**src/rtl/core/sqbs_pkg.sv**
```systemverilog
`timescale 1ns / 1ps
`default_nettype none
package sqbs_pkg;

    localparam int MAX_QUADS     = 16384;
    localparam int TEXTURE_SLOTS = 32;
    localparam int NCELL         = TEXTURE_SLOTS - 1;
    localparam int QC_W          = $clog2(MAX_QUADS + 1);
    localparam int SLOT_W        = 5;
    localparam int USED_W        = 6;
    localparam int PROD_W        = 50;

    localparam logic [17:0] SIN_A   = 18'd25736;
    localparam logic [17:0] SIN_B   = 18'd10512;
    localparam logic [17:0] SIN_C   = 18'd1160;
    localparam logic [15:0] Q14_ONE = 16'd16384;
    localparam logic [15:0] TILE_ONE = 16'd256;

    localparam logic [1:0] MODE_SOLID = 2'd0;
    localparam logic [1:0] MODE_TEX   = 2'd1;
    localparam logic [1:0] MODE_FLUSH = 2'd2;
    localparam logic [1:0] MODE_NONE  = 2'd3;

    localparam logic KIND_VERT  = 1'b0;
    localparam logic KIND_FLUSH = 1'b1;

    typedef enum logic [2:0] {
        S_IDLE,
        S_SEARCH,
        S_DECIDE,
        S_FLUSH,
        S_ASSIGN,
        S_MATH,
        S_VERT
    } t_state;

    // Lookup query travelling down the slot chain.
    typedef struct packed {
        logic              valid;
        logic [31:0]       id;
        logic              hit;
        logic [SLOT_W-1:0] slot;
    } t_query;

    // Slot write broadcast to every cell.
    typedef struct packed {
        logic              en;
        logic [SLOT_W-1:0] slot;
        logic [31:0]       id;
    } t_write;

endpackage
`default_nettype wire

```
**src/rtl/core/sqbs_xform.sv**
```systemverilog
`timescale 1ns / 1ps
`default_nettype none
module sqbs_xform (
    input  wire logic                                i_clk,
    input  wire logic                                i_rst_n,
    input  wire logic                                i_start,
    input  wire logic [15:0]                         i_angle,
    input  wire logic signed [31:0]                  i_w,
    input  wire logic signed [31:0]                  i_h,
    output logic                                     o_done,
    output logic signed [sqbs_pkg::PROD_W-1:0]       o_wc,
    output logic signed [sqbs_pkg::PROD_W-1:0]       o_hs,
    output logic signed [sqbs_pkg::PROD_W-1:0]       o_ws,
    output logic signed [sqbs_pkg::PROD_W-1:0]       o_hc
);

    localparam logic [3:0] LAST_OP = 4'd11;

    logic                                r_busy;
    logic                                r_ph;
    logic [3:0]                          r_op;
    logic                                r_done;
    logic signed [sqbs_pkg::PROD_W-1:0]  r_p;
    logic [17:0]                         r_z2;
    logic [17:0]                         r_t;
    logic signed [17:0]                  r_sin;
    logic signed [17:0]                  r_cos;
    logic signed [sqbs_pkg::PROD_W-1:0]  r_wc, r_hs, r_ws, r_hc;

    logic [15:0]        ang;
    logic [1:0]         quad;
    logic [14:0]        z;
    logic signed [31:0] opa;
    logic signed [17:0] opb;
    logic [17:0]        ps;
    logic signed [17:0] s_val;

    // Pass 0 evaluates sine, pass 1 cosine as a quarter-turn advanced sine.
    assign ang  = r_op[2] ? (i_angle + sqbs_pkg::Q14_ONE) : i_angle;
    assign quad = ang[15:14];
    assign z    = quad[0] ? (15'(sqbs_pkg::Q14_ONE) - {1'b0, ang[13:0]})
                          : {1'b0, ang[13:0]};
    assign ps   = r_p[31:14];
    assign s_val = quad[1] ? -$signed(ps) : $signed(ps);

    always_comb begin
        opa = '0;
        opb = '0;
        case (r_op)
            4'd0, 4'd4: begin
                opa = $signed({17'd0, z});
                opb = $signed({3'd0, z});
            end
            4'd1, 4'd5: begin
                opa = $signed({14'd0, sqbs_pkg::SIN_C});
                opb = $signed(r_z2);
            end
            4'd2, 4'd6: begin
                opa = $signed({14'd0, r_t});
                opb = $signed(r_z2);
            end
            4'd3, 4'd7: begin
                opa = $signed({14'd0, r_t});
                opb = $signed({3'd0, z});
            end
            4'd8: begin
                opa = i_w;
                opb = r_cos;
            end
            4'd9: begin
                opa = i_h;
                opb = r_sin;
            end
            4'd10: begin
                opa = i_w;
                opb = r_sin;
            end
            4'd11: begin
                opa = i_h;
                opb = r_cos;
            end
            default: begin
                opa = '0;
                opb = '0;
            end
        endcase
    end

    always_ff @(posedge i_clk) begin
        if (!i_rst_n) begin
            r_busy <= 1'b0;
            r_ph   <= 1'b0;
            r_op   <= '0;
            r_done <= 1'b0;
        end else begin
            r_done <= 1'b0;
            if (i_start) begin
                r_busy <= 1'b1;
                r_ph   <= 1'b0;
                r_op   <= '0;
            end else if (r_busy) begin
                r_ph <= ~r_ph;
                if (r_ph) begin
                    if (r_op == LAST_OP) begin
                        r_busy <= 1'b0;
                        r_done <= 1'b1;
                    end else begin
                        r_op <= r_op + 4'd1;
                    end
                end
            end
        end
        if (r_busy && !r_ph) begin
            r_p <= opa * opb;
        end
        if (r_busy && r_ph) begin
            case (r_op)
                4'd0, 4'd4: r_z2 <= ps;
                4'd1, 4'd5: r_t  <= sqbs_pkg::SIN_B - ps;
                4'd2, 4'd6: r_t  <= sqbs_pkg::SIN_A - ps;
                4'd3:       r_sin <= s_val;
                4'd7:       r_cos <= s_val;
                4'd8:       r_wc <= r_p;
                4'd9:       r_hs <= r_p;
                4'd10:      r_ws <= r_p;
                4'd11:      r_hc <= r_p;
                default:    r_t  <= r_t;
            endcase
        end
    end

    assign o_done = r_done;
    assign o_wc   = r_wc;
    assign o_hs   = r_hs;
    assign o_ws   = r_ws;
    assign o_hc   = r_hc;

endmodule
`default_nettype wire

```
**config.mk**
```make
export PLATFORM = sky130hd
export DESIGN_NAME = sqbs_xform
export DESIGN_NICKNAME = d
export VERILOG_FILES = /design/src/rtl/core/sqbs_pkg.sv /design/src/rtl/core/sqbs_xform.sv
export SDC_FILE = /design/constraint.sdc
export NUM_CORES = 2
export LEC_CHECK = 0
export BUFFER_PORTS_ARGS = -buffer_cell sky130_fd_sc_hd__buf_2
export CORE_MARGIN = 2
export CORE_UTILIZATION = 45
export DETAILED_ROUTE_END_ITERATION = 6
export PLACE_DENSITY = 0.74
export SETUP_SLACK_MARGIN = 0.2
export SYNTH_ARGS = -nofsm -noshare
export SYNTH_HDL_FRONTEND = slang
export SYNTH_SLANG_ARGS = --single-unit
```
**constraint.sdc**
```tcl
create_clock -name i_clk -period 10.5 [get_ports i_clk]
set_input_delay 0.525 -clock i_clk [delete_from_list [all_inputs] [get_ports i_clk]]
set_output_delay 0.525 -clock i_clk [all_outputs]
set_load 0.02 [all_outputs]
```
==> results.md <==
- Placer Congestion: 0.9950
- Psw: about 0.004 W
- Yosys reg bits: 329
- DIE WIDTH: 269.3 µm
- Most common flop cell mapped by yosys: edfxtp_1
- Worst Reg-to-Reg Cells: 28
- Ports: roughly 280
- Part of the power in combinational logic: approximately two thirds
- Net Count, Synth: between 3,000 and 4,000
- Kind of critical path: flip-flop to flip-flop
- Final Util: 50.42%
- Vias in the first global route: 23,700
- CTS sink cnt: 329
- Sequential Area: 9809 µm²
- Postcts setup bufs: 0
- Total GRT Usage: 24.14%
- Post-DP HPWL: 70.13 mm
- Pleak: 15.74 nW
- Clk_lat worst skew: 0.56 ns
- HP Class: input pin to flip-flop
- Switching share of total power: between 40% and 50%
- CTS buffer count: 28
- Area of the die: 72,530 µm²
- Yosys warnings: 0
- First-pass GRT wire length: 134.6 mm
- Clk pwr share: between 10% and 20%
- Most frequent cells in the layout: inv_1 (685), fa_1 (553), nand2_1 (388), edfxtp_1 (322), nor2_1 (310)
- Vias/cell: roughly 5.4
- Post-synth EDFFs: about 320
- Max_cap viols: 0
- H-Tree Depth: 1
- Sequential share of power: 23.3%
- Post-CTS Hold Buffers: 0
- Initial DRC Count: around 2,200
- Largest net degree at the start of global routing: 51
- Gate Count Post-Synth: around 3,000
- Critical Path Start Type: flip-flop
- Core Rows: 97
- Final hold vios: 0
- Seq/Total Area, Yosys: between 30% and 40%
- DRC: 2
- Post-Layout Cell Count: 4,225
- Largest stage delay on the critical path: 0.69 ns
- Final WS setup: 1.191 ns
- Critical path peak fanout: 35
- Critical-path top delay cell: dfxtp_1
- Max-slew violations: 0
- DP Cell Count: 4,171
- Layout Skew: 0.03329 ns
- Relative slew slack: under 10%
- ANT nets after route: 0
- Least-Margin Pin Slew: 1.354 ns
- Drt first pass iters: 7
- Hold Path Depth: 3
- CP endpoint kind: flip-flop
- Synth unique cells: 57
- Failing checks: design-rule violations
- Clk buf depth: 3
- Layout overhead on the synthesized area: 11.27%
- Pint: around 0.0045 W
- Initial antenna violation count: 2
- Placed Area: 34,400 µm²
- Fillers: 6,316
- Core Area: around 70,000 µm²
- Commonest non-fill, non-tap cell in the layout: inv_1
- WL/cell: 20.75 µm
- Final wirelength: between 80 and 90 mm
- Setup-failing EPs final: 0
- Buffers on Ports: 283
- Minimum clock period: about 9.3 ns
- Vias: 22,710
- Initial Utilization: between 40 and 50%
- Syn Area/Cell: 10.57 µm²
- Fraction of layout cells with a size suffix above 1: 12.24%
- DP Worst Slack: 1.385 ns
- Most used cell, CP: fa_1
- Fmax: 107.4 MHz
- RSZ-0062 raised after global routing: false
- Post-synthesis async set-or-reset flop share: 0%
- Cts repair resizes: 0
- Pwr Density: around 240 nW/µm²
- Clk pin slew, worst setup/hold paths: 0.07 ns
- Clk root buf: clkbuf_16
- Synthesized area: 31,680 µm²
- Grt total ovfl: 0
- Fin area: roughly 35,000 µm²
- Max VDD drop: 427.0 µV
- Die H: 269.3 µm
- Status: finished with violations
- # nets final: 4,031
- Setup TNS: 0 ns
- Critical Path AT: 9.59 ns
- CP required: 10.78 ns
- Multi-input gate area: 19,030 µm²
- Final Cycle Share: between 80% and 90%
- CTS tree: done
[registers in the layout, indices dropped and copies added (netlist names)]
| signal | cells |
|---|---|
| r_sin | 18 |
| o_hc | 50 |
| r_busy | 1 |
| o_ws | 50 |
| o_wc | 50 |
| r_p | 50 |
| o_hs | 50 |
| o_done | 1 |
| r_z2 | 18 |
| r_cos | 18 |
| r_t | 18 |
| r_ph | 1 |
| r_op | 4 |
[cell type report]
type | count | area share (%)
clock inverters | 16 | 0.2733
clock buffers | 36 | 2.130
well taps | 940 | 3.337
diodes | 2 | 0.01420
multi-input cells | 1881 | 53.99
flip-flops and latches | 329 | 27.83
repair buffers | 335 | 5.126
inverters | 686 | 7.305
[critical path: cells and delay by family (launching register included)]
kind                     cells  cell delay (ns)
AND/OR/NAND/NOR              9             2.69
buffers and inverters        6             0.74
XOR/XNOR                     1             0.14
AO/OA/AOI/OAI                5             1.35
flip-flops                   1             0.69
adder cells (fa/ha/maj)      7             3.41
[cells by family (layout without fill, tap and decap cells)]
group | Yosys count | after routing | share of synthesized area, %
and+or+nand+nor | 824 | 824 | 10.68
buffers and inverters | 787 | 1073 | 9.329
adders and majority gates | 687 | 687 | 40.24
DFF | 329 | 329 | 30.97
AOI/OAI and AO/OA | 268 | 268 | 5.964
xor gates and xnor gates | 102 | 102 | 2.820
other | 0 | 2 | 0
[cell usage after synthesis, drive strengths merged, types with 11 or more instances]
cell type | number | area share [%]
inv | 685 | 8.1
fa | 553 | 35
nand2 | 388 | 4.6
edfxtp | 322 | 31
nor2 | 313 | 3.7
ha | 134 | 5.3
clkbuf | 94 | 1.1
xnor2 | 66 | 1.8
a21oi | 61 | 0.96
o21ai | 43 | 0.68
xor2 | 36 | 1.0
and2 | 29 | 0.57
a21o | 21 | 0.50
a22oi | 20 | 0.47
nand2b | 16 | 0.32
nor3 | 16 | 0.27
nand3 | 15 | 0.24
a22o | 14 | 0.39
o2111a | 14 | 0.50
o2111ai | 13 | 0.36
a222oi | 12 | 0.38
o21a | 12 | 0.28
a31oi | 11 | 0.22
nor2b | 11 | 0.22
[metal layers]
| metal | routed length [µm] | vias up | global-route usage [%] |
|---|---|---|---|
| li1 | - | 9794 | - |
| met1 | 30390 | 11430 | 28.59 |
| met2 | 42950 | 1182 | 40.59 |
| met3 | 8703 | 304 | 6.065 |
| met4 | 5608 | 0 | 12.84 |
| met5 | 0 | - | 0 |
[through the flow]
stage                     total power, W  hold slack, ns
after floorplan                 0.005825          0.4587
after global placement          0.007420          0.4744
after detailed placement        0.007431          0.4787
after CTS                       0.008411          0.2352
after global routing            0.009104          0.2561
final                           0.008490          0.2618
[worst paths after layout]
path	startpoint	to	slack (ns)
max	r_op[3]	r_p[48]	1.19
min	i_start	r_busy	0.26
max reg2reg	r_op[3]	r_p[48]	1.19
min reg2reg	r_p[9]	o_hc[9]	0.49
[power groups by stage]
stage / combinational, W / clock, W / sequential (W)
floorplan: 0.00388 / 0 / 0.00194
global placement: 0.00541 / 0 / 0.00201
detailed placement: 0.00542 / 0 / 0.00201
CTS: 0.00545 / 0.000976 / 0.00198
global route: 0.00608 / 0.00103 / 0.00199
finish: 0.00555 / 0.000960 / 0.00198
(Power assumes the default switching activity.)
