[src/rtl/core/sqbs_pkg.sv]
`timescale 1ns / 1ps
`default_nettype none
package sqbs_pkg;

    localparam int MAX_QUADS     = 16384;
    localparam int TEXTURE_SLOTS = 32;
    localparam int NCELL         = TEXTURE_SLOTS - 1;
    localparam int QC_W          = $clog2(MAX_QUADS + 1);
    localparam int SLOT_W        = 5;
    localparam int USED_W        = 6;
    localparam int PROD_W        = 50;

    localparam logic [17:0] SIN_A   = 18'd25736;
    localparam logic [17:0] SIN_B   = 18'd10512;
    localparam logic [17:0] SIN_C   = 18'd1160;
    localparam logic [15:0] Q14_ONE = 16'd16384;
    localparam logic [15:0] TILE_ONE = 16'd256;

    localparam logic [1:0] MODE_SOLID = 2'd0;
    localparam logic [1:0] MODE_TEX   = 2'd1;
    localparam logic [1:0] MODE_FLUSH = 2'd2;
    localparam logic [1:0] MODE_NONE  = 2'd3;

    localparam logic KIND_VERT  = 1'b0;
    localparam logic KIND_FLUSH = 1'b1;

    typedef enum logic [2:0] {
        S_IDLE,
        S_SEARCH,
        S_DECIDE,
        S_FLUSH,
        S_ASSIGN,
        S_MATH,
        S_VERT
    } t_state;

    // Lookup query travelling down the slot chain.
    typedef struct packed {
        logic              valid;
        logic [31:0]       id;
        logic              hit;
        logic [SLOT_W-1:0] slot;
    } t_query;

    // Slot write broadcast to every cell.
    typedef struct packed {
        logic              en;
        logic [SLOT_W-1:0] slot;
        logic [31:0]       id;
    } t_write;

endpackage
`default_nettype wire

[src/rtl/core/sqbs_slot_cell.sv]
`timescale 1ns / 1ps
`default_nettype none
module sqbs_slot_cell (
    input  wire logic                          i_clk,
    input  wire logic                          i_rst_n,
    input  wire logic [sqbs_pkg::SLOT_W-1:0]   i_index,
    input  wire logic [sqbs_pkg::USED_W-1:0]   i_used,
    input  wire sqbs_pkg::t_query              i_q,
    input  wire sqbs_pkg::t_write              i_wr,
    output sqbs_pkg::t_query                   o_q
);

    logic [31:0]      r_id;
    sqbs_pkg::t_query r_q;
    sqbs_pkg::t_query n_q;
    logic             match;

    // An entry counts only while it is bound in the current batch.
    assign match = ({1'b0, i_index} < i_used) && (r_id == i_q.id);

    always_comb begin
        n_q = i_q;
        if (!i_q.hit && match) begin
            n_q.hit  = 1'b1;
            n_q.slot = i_index;
        end
    end

    always_ff @(posedge i_clk) begin
        if (!i_rst_n) begin
            r_q.valid <= 1'b0;
        end else begin
            r_q.valid <= n_q.valid;
        end
        r_q.id   <= n_q.id;
        r_q.hit  <= n_q.hit;
        r_q.slot <= n_q.slot;
        if (i_wr.en && i_wr.slot == i_index) begin
            r_id <= i_wr.id;
        end
    end

    assign o_q = r_q;

endmodule
`default_nettype wire

[config.mk]
export PLATFORM = sky130hd
export DESIGN_NAME = sqbs_slot_cell
export DESIGN_NICKNAME = d
export VERILOG_FILES = /design/src/rtl/core/sqbs_pkg.sv /design/src/rtl/core/sqbs_slot_cell.sv
export SDC_FILE = /design/constraint.sdc
export NUM_CORES = 1
export LEC_CHECK = 0
export BUFFER_PORTS_ARGS = -buffer_cell sky130_fd_sc_hd__buf_4
export CAP_MARGIN = 20
export CORE_MARGIN = 5
export CORE_UTILIZATION = 43
export CTS_CLUSTER_DIAMETER = 50
export DETAILED_ROUTE_END_ITERATION = 8
export HOLD_SLACK_MARGIN = 0.12
export PLACE_DENSITY_LB_ADDON = 0.1
export RECOVER_POWER = 100
export SETUP_SLACK_MARGIN = 0.05
export SYNTH_ARGS = -nofsm -noshare
export SYNTH_HDL_FRONTEND = slang
export SYNTH_SLANG_ARGS = --single-unit
[constraint.sdc]
create_clock -name i_clk -period 2.3 [get_ports i_clk]
set_clock_uncertainty 0.15 [all_clocks]
set_input_delay 0.115 -clock i_clk [delete_from_list [all_inputs] [get_ports i_clk]]
set_output_delay 0.115 -clock i_clk [all_outputs]
set_load 0.02 [all_outputs]
==> results.md, run 1 <==
* Seq/Total Area, Yosys at 74.12%
* RSZ-0062 raised after global routing: true
* WL/cell at 15.16 um
* Worst Setup Path Type: in -> reg
* CP Capture Type: flop
* Layout cells sized above 1 at 25.27%
* Vias in the first global route at 2198
* I/O pin cnt at 129
* Arr. time, crit path at ~2.3 ns
* Port-buffer cells at 128
* 1st-pass router iterations at 4
* Final core utilization at a little under 80%
* Dpl cell area at 0.003421 sq mm
* # diodes at 0
* Placed Cells at 346
* Post-route design area at 0.004163 sq mm
* Ranking of synthesized cells by area: edfxtp_1, dfxtp_1, xor2_1
* Min Clock Period, post-route at between 2 and 2.5 ns
* Initial antenna violation count at 0
* Crit share post-route at between 90% and 100%
* Die Height at about 84 um
* Total GRT Usage at 19.74%
* TritonCTS Buffers at 9
* Type of the tightest min-delay check: in -> reg
* Initial DRC Count at between 90 and 100
* Status: finished clean
* DRT antenna net count at 0
* Most common cell in the netlist: dfxtp_1
* EDFF count, synth at 32
* Max Slew Vio Count at 0
* PwrDens at 652.5 mW/mm^2
* Synthesized instance count at ~150
* Vias per Instance at 4.401
* Drt total wl at 6609 um
* Synth area leader: edfxtp_1
* Hold_ws at 0.2438 ns
* Skew-Pair Late Insertion Delay at approximately 0.34 ns
* Async set or reset register ratio after synthesis at 0%
* DP Wirelength at 4016 um
* CTS sink count at 71
* Bufs on Longest Clock Path at 2
* DR WL met2 at 3572 um
* Pin count of the biggest net entering global routing at 33
* Slew @ Worst Pin at 0.4620 ns
* Yosys warns at 0
* Worst Path Required at ~2.4 ns
* Number of synthesized register bits at between 70 and 80
* Most instantiated cells after synthesis: dfxtp_1, xor2_1, edfxtp_1
* Grt ovf at 0
* Met3 Wirelength at 442 um
* Critical path launch point type: input port
* LEAKAGE at 0.001697 uW
* Syn_nets at 239
* CTS tree: done
* Yosys cell types at 20
* GPL Wtd Cong at 0.7450
* Drt drc at 0
* Fmax at 0.4491 GHz
* Max VDD drop at about 560 uV
* Final hold vios at 0
* Post-Syn Area at around 0.0023 sq mm
* Slew Limit Headroom at approximately 69%
* Final std cells w/o fill at about 440
* Root buffer cell: clkbuf_8
* Top Metal Used: met4
* First-pass GRT wire length at 10720 um
* Nets at 453
* Vias after detailed routing at roughly 1900
* Core Box Area at 0.005405 sq mm
* # H-tree levels at 3
* Top-area cell type share of the netlist area at 40.89%
* Worst-path fanout max at 4
* Avg Inst Size Synth at 16.21 sq um
* Pwr Total at 2716 uW
* Rows at 27
* Ys flop type: dfxtp_1
* Met1 WL at 2546 um
* P&R area growth vs syn at 77.16%
* Initial Utilization at between 40% and 50%
* Worst-path clk slew at ~0.07 ns
* Die area at about 0.0070 sq mm
* Die width at 83.92 um
* Final setup viols at 0
* Max Cap Violations at 0
## final timing paths
path                               start  endpoint  slack, ns  cells past startpoint
worst max-delay path             i_q[30]    o_q[1]       0.07                      8
worst min-delay path              i_q[8]    o_q[8]       0.24                      1
worst max register to register  r_id[24]    o_q[1]       0.14                      6
worst min register to register   r_id[1]    o_q[3]       0.80                      5
## area by class of cell
cell class / instances / area, sq um
multi-input combinational: 69 / 623.1
timing repair buffer: 203 / 1491
tap: 72 / 90.09
sequential: 71 / 1742
fill: 377 / 1242
inverter: 5 / 18.77
clock buffer: 9 / 123.9
clock inverter: 7 / 73.82
## layout by cell type, fill, tap and decap left out
| cell | Yosys | routed |
|---|---|---|
| clkbuf_8 | 0 | 9 |
| edfxtp_1 | 32 | 32 |
| clkinvlp_4 | 0 | 4 |
| dfxtp_1 | 39 | 39 |
| and3b_1 | 1 | 1 |
| a31oi_1 | 1 | 1 |
| bufinv_16 | 0 | 1 |
| nand2_1 | 2 | 2 |
| mux2_4 | 0 | 4 |
| clkbuf_1 | 0 | 60 |
| or2_2 | 1 | 1 |
| mux2_1 | 0 | 1 |
| nor4_1 | 7 | 4 |
| ha_1 | 4 | 4 |
| a21oi_1 | 2 | 2 |
| and2_1 | 1 | 1 |
| o21ai_0 | 1 | 1 |
| nand2b_1 | 1 | 1 |
| and3_1 | 1 | 1 |
| buf_4 | 0 | 25 |
| nand4_1 | 3 | 3 |
| dlygate4sd3_1 | 0 | 77 |
| nor4_2 | 1 | 4 |
| nor4_4 | 1 | 1 |
| inv_1 | 5 | 5 |
| clkinv_4 | 0 | 1 |
| xnor2_1 | 4 | 4 |
| clkinv_2 | 0 | 1 |
| xor2_1 | 33 | 33 |
| clkbuf_4 | 0 | 41 |
## routing by layer
metal | global-route usage (%) | vias to the layer above
met5 | 0 | -
met3 | 6.515 | 6
met1 | 21.44 | 896
met4 | 6.140 | 0
met2 | 36.08 | 80
li1 | - | 937
## kinds of logic (layout without fill, tap and decap cells)
kind of cell,count (synthesis),count (layout),share of synthesized area [%]
AOI/OAI and AO/OA,4,4,0.9052
xor gates and xnor gates,37,37,13.79
adders and majority gates,4,4,2.130
buffers and inverters,5,224,0.7988
DFF,71,71,74.12
muxes,5,5,2.396
and+or+nand+nor,19,19,5.858
## critical path, stage by stage
cell	delay, ns
dlygate4sd3_1	0.54
clkbuf_4	0.14
xor2_1	0.19
nor4_2	0.31
nand4_1	0.19
nor4_4	0.32
buf_4	0.19
mux2_4	0.30
## stage by stage
step,setup WS (ns),setup TNS [ns]
floorplan,0.3263,0
global placement,-0.01112,-0.05272
detailed placement,-0.04248,-0.1801
CTS,0.07508,0
global route,-0.01008,-0.01398
finish,0.07309,0
## registers in the layout, indices dropped and copies added (netlist names)
name,cells
o_q,39
r_id,32
## power by group
part           internal [uW]  total [uW]  switching [uW]
combinational            207         362             155
clock                    500         975             475
sequential              1370        1380            14.1
## timing repair
item	4_1_cts	5_1_grt
hold buffers	77	0
setup endpoints to repair	5	5
pin swaps	1	5
setup buffers	2	0
gates resized for setup	0	8
endpoints found under the hold margin	71	0
(Power assumes the default switching activity.)
==> run 2, diff against run 1 <==
==> constraint.sdc (replaced) <==
create_clock -name i_clk -period 2.55 [get_ports i_clk]
set_clock_uncertainty 0.15 [all_clocks]
set_input_delay 0.1275 -clock i_clk [delete_from_list [all_inputs] [get_ports i_clk]]
set_output_delay 0.1275 -clock i_clk [all_outputs]
set_load 0.02 [all_outputs]
==> results.md, run 2 (same netlist as run 1, synthesis figures left out) <==
* Hold_ws at about 0.33 ns
* Crit Reg-Reg Endpoint: o_q[3]
* Core Box Area at 0.005405 sq mm
* Drt drc at 0
* CTS tree: done
* CTS resizes at 0
* I/O pin cnt at 129
* Slew Limit Headroom at 45.24%
* TritonCTS Buffers at 9
* Fin Setup TNS at 0 ns
* Slew @ Worst Pin at 0.8213 ns
* LEAKAGE at 0.001659 uW
* Max Slew Vio Count at 0
* Die area at 0.007043 sq mm
* Worst Setup Path Type: in -> reg
* Crit path launch: i_index[4]
* Initial DRC Count at between 50 and 60
* Worst-path clk slew at 0.07 ns
* Pin count of the biggest net entering global routing at 33
* P&R area growth vs syn at 73.59%
* Crit share post-route at 91.20%
* Commonest non-fill, non-tap cell in the layout: dlygate4sd3_1
* R2R depth at 5
* Reg2reg setup slack at 0.34 ns
* Initial Utilization at 43.47%
* Status: finished clean
* Fmax at 0.4300 GHz
* Final hold vios at 0
* # Post-CTS Setup Buffers at 0
* Die Height at between 80 and 90 um
* Most frequent cells in the layout: dlygate4sd3_1, clkbuf_1, dfxtp_1
* 1st-pass router iterations at 4
* Vias after detailed routing at 1900
* Post-route design area at a little over 0.004 sq mm
* Min Clock Period, post-route at 2.326 ns
* CP Capture Type: flop
* # H-tree levels at 3
* Placed Cells at 346
* DP Wirelength at about 4000 um
* Arr. time, crit path at 2.39 ns
* Vias per Instance at 4.328
* Vias in the first global route at approximately 2100
* GPL Wtd Cong at 0.7471
* RR Startpoint: r_id[24]
* Final std cells w/o fill at 439
* Worst Path Required at between 2 and 3 ns
* Max Cap Violations at 0
* Initial antenna violation count at 0
* Crit path to: o_q[3]
* Nets at 456
* First-pass GRT wire length at 10250 um
* DRT antenna net count at 0
* Critical path launch point type: input port
* Fillers at 401
* Type of the tightest min-delay check: in -> reg
* PwrDens at 564.6 mW/mm^2
* Port-buffer cells at roughly 130
* Max VDD drop at approximately 450 uV
* Rows at 27
* # diodes at 0
* Grt ovf at 0
* Final setup viols at 0
* Layout cells sized above 1 at between 20% and 30%
* Skew-Pair Late Insertion Delay at 0.33 ns
* Worst-path fanout max at 6
* WL/cell at 14.46 um
* Dpl cell area at 0.003408 sq mm
* Die width at 83.92 um
* Root buffer cell: clkbuf_8
* Drt total wl at 6346 um
* Total GRT Usage at between 10% and 20%
* CTS sink count at slightly above 70
* Bufs on Longest Clock Path at 2
* Max reg flops at 39
* RSZ-0062 raised after global routing: false
## run 2: critical path: stages
cell and delay (ns):
dlygate4sd3_1 0.55, buf_4 0.15, ha_1 0.30, and3b_1 0.19, nand2_1 0.06, nand4_1 0.12
nor4_4 0.51, mux2_2 0.38
## run 2: area by class of cell
| class | instances | area (sq um) | share of cell area, % |
|---|---|---|---|
| sequential | 71 | 1742 | 42.70 |
| timing repair buffer | 206 | 1481 | 36.32 |
| multi-input combinational | 69 | 589.3 | 14.45 |
| clock buffer | 12 | 135.1 | 3.313 |
| tap | 72 | 90.09 | 2.209 |
| clock inverter | 4 | 22.52 | 0.5521 |
| inverter | 5 | 18.77 | 0.4601 |
## run 2: layer usage
metal  GRT usage [%]  vias up  share of wire [%]
met3           7.799        6                7.3
met4           6.433        0                1.1
met1           19.37      865                 37
li1                -      945                  -
met2           35.29       84                 55
met5               0        -                  0
## run 2: timing repair
item | CTS | global route
hold endpoints to repair | 71 | 0
hold buffers | 77 | 0
endpoints found under the setup margin | 0 | 5
## run 2: stage by stage
step	power, uW	worst slack (ns)	util [%]
after detailed placement	1541	0.2324	63.06
after global placement	1537	0.2805	63.06
final	2303	0.2243	75.46
after CTS	2374	0.1492	80.23
after floorplan	1361	0.5763	-
after global routing	2424	0.1166	75.46
## run 2: power by group
group | internal (uW) | total (uW) | switching (uW)
Clock | 349 | 740 | 391
Combinational | 184 | 319 | 135
Sequential | 1230 | 1240 | 12.1
## run 2: worst min path at each step
stage / start / to / slack [ns] / depth (start not counted)
after CTS: i_q[22] / o_q[22] / 0.28 / 2
after global routing: i_q[8] / o_q[8] / 0.31 / 2
after floorplan: i_q[10] / o_q[10] / 0.005 / 0
after detailed placement: i_q[33] / o_q[33] / 0.1 / 1
after global placement: i_q[13] / o_q[13] / 0.1 / 1
final: i_q[6] / o_q[6] / 0.33 / 2
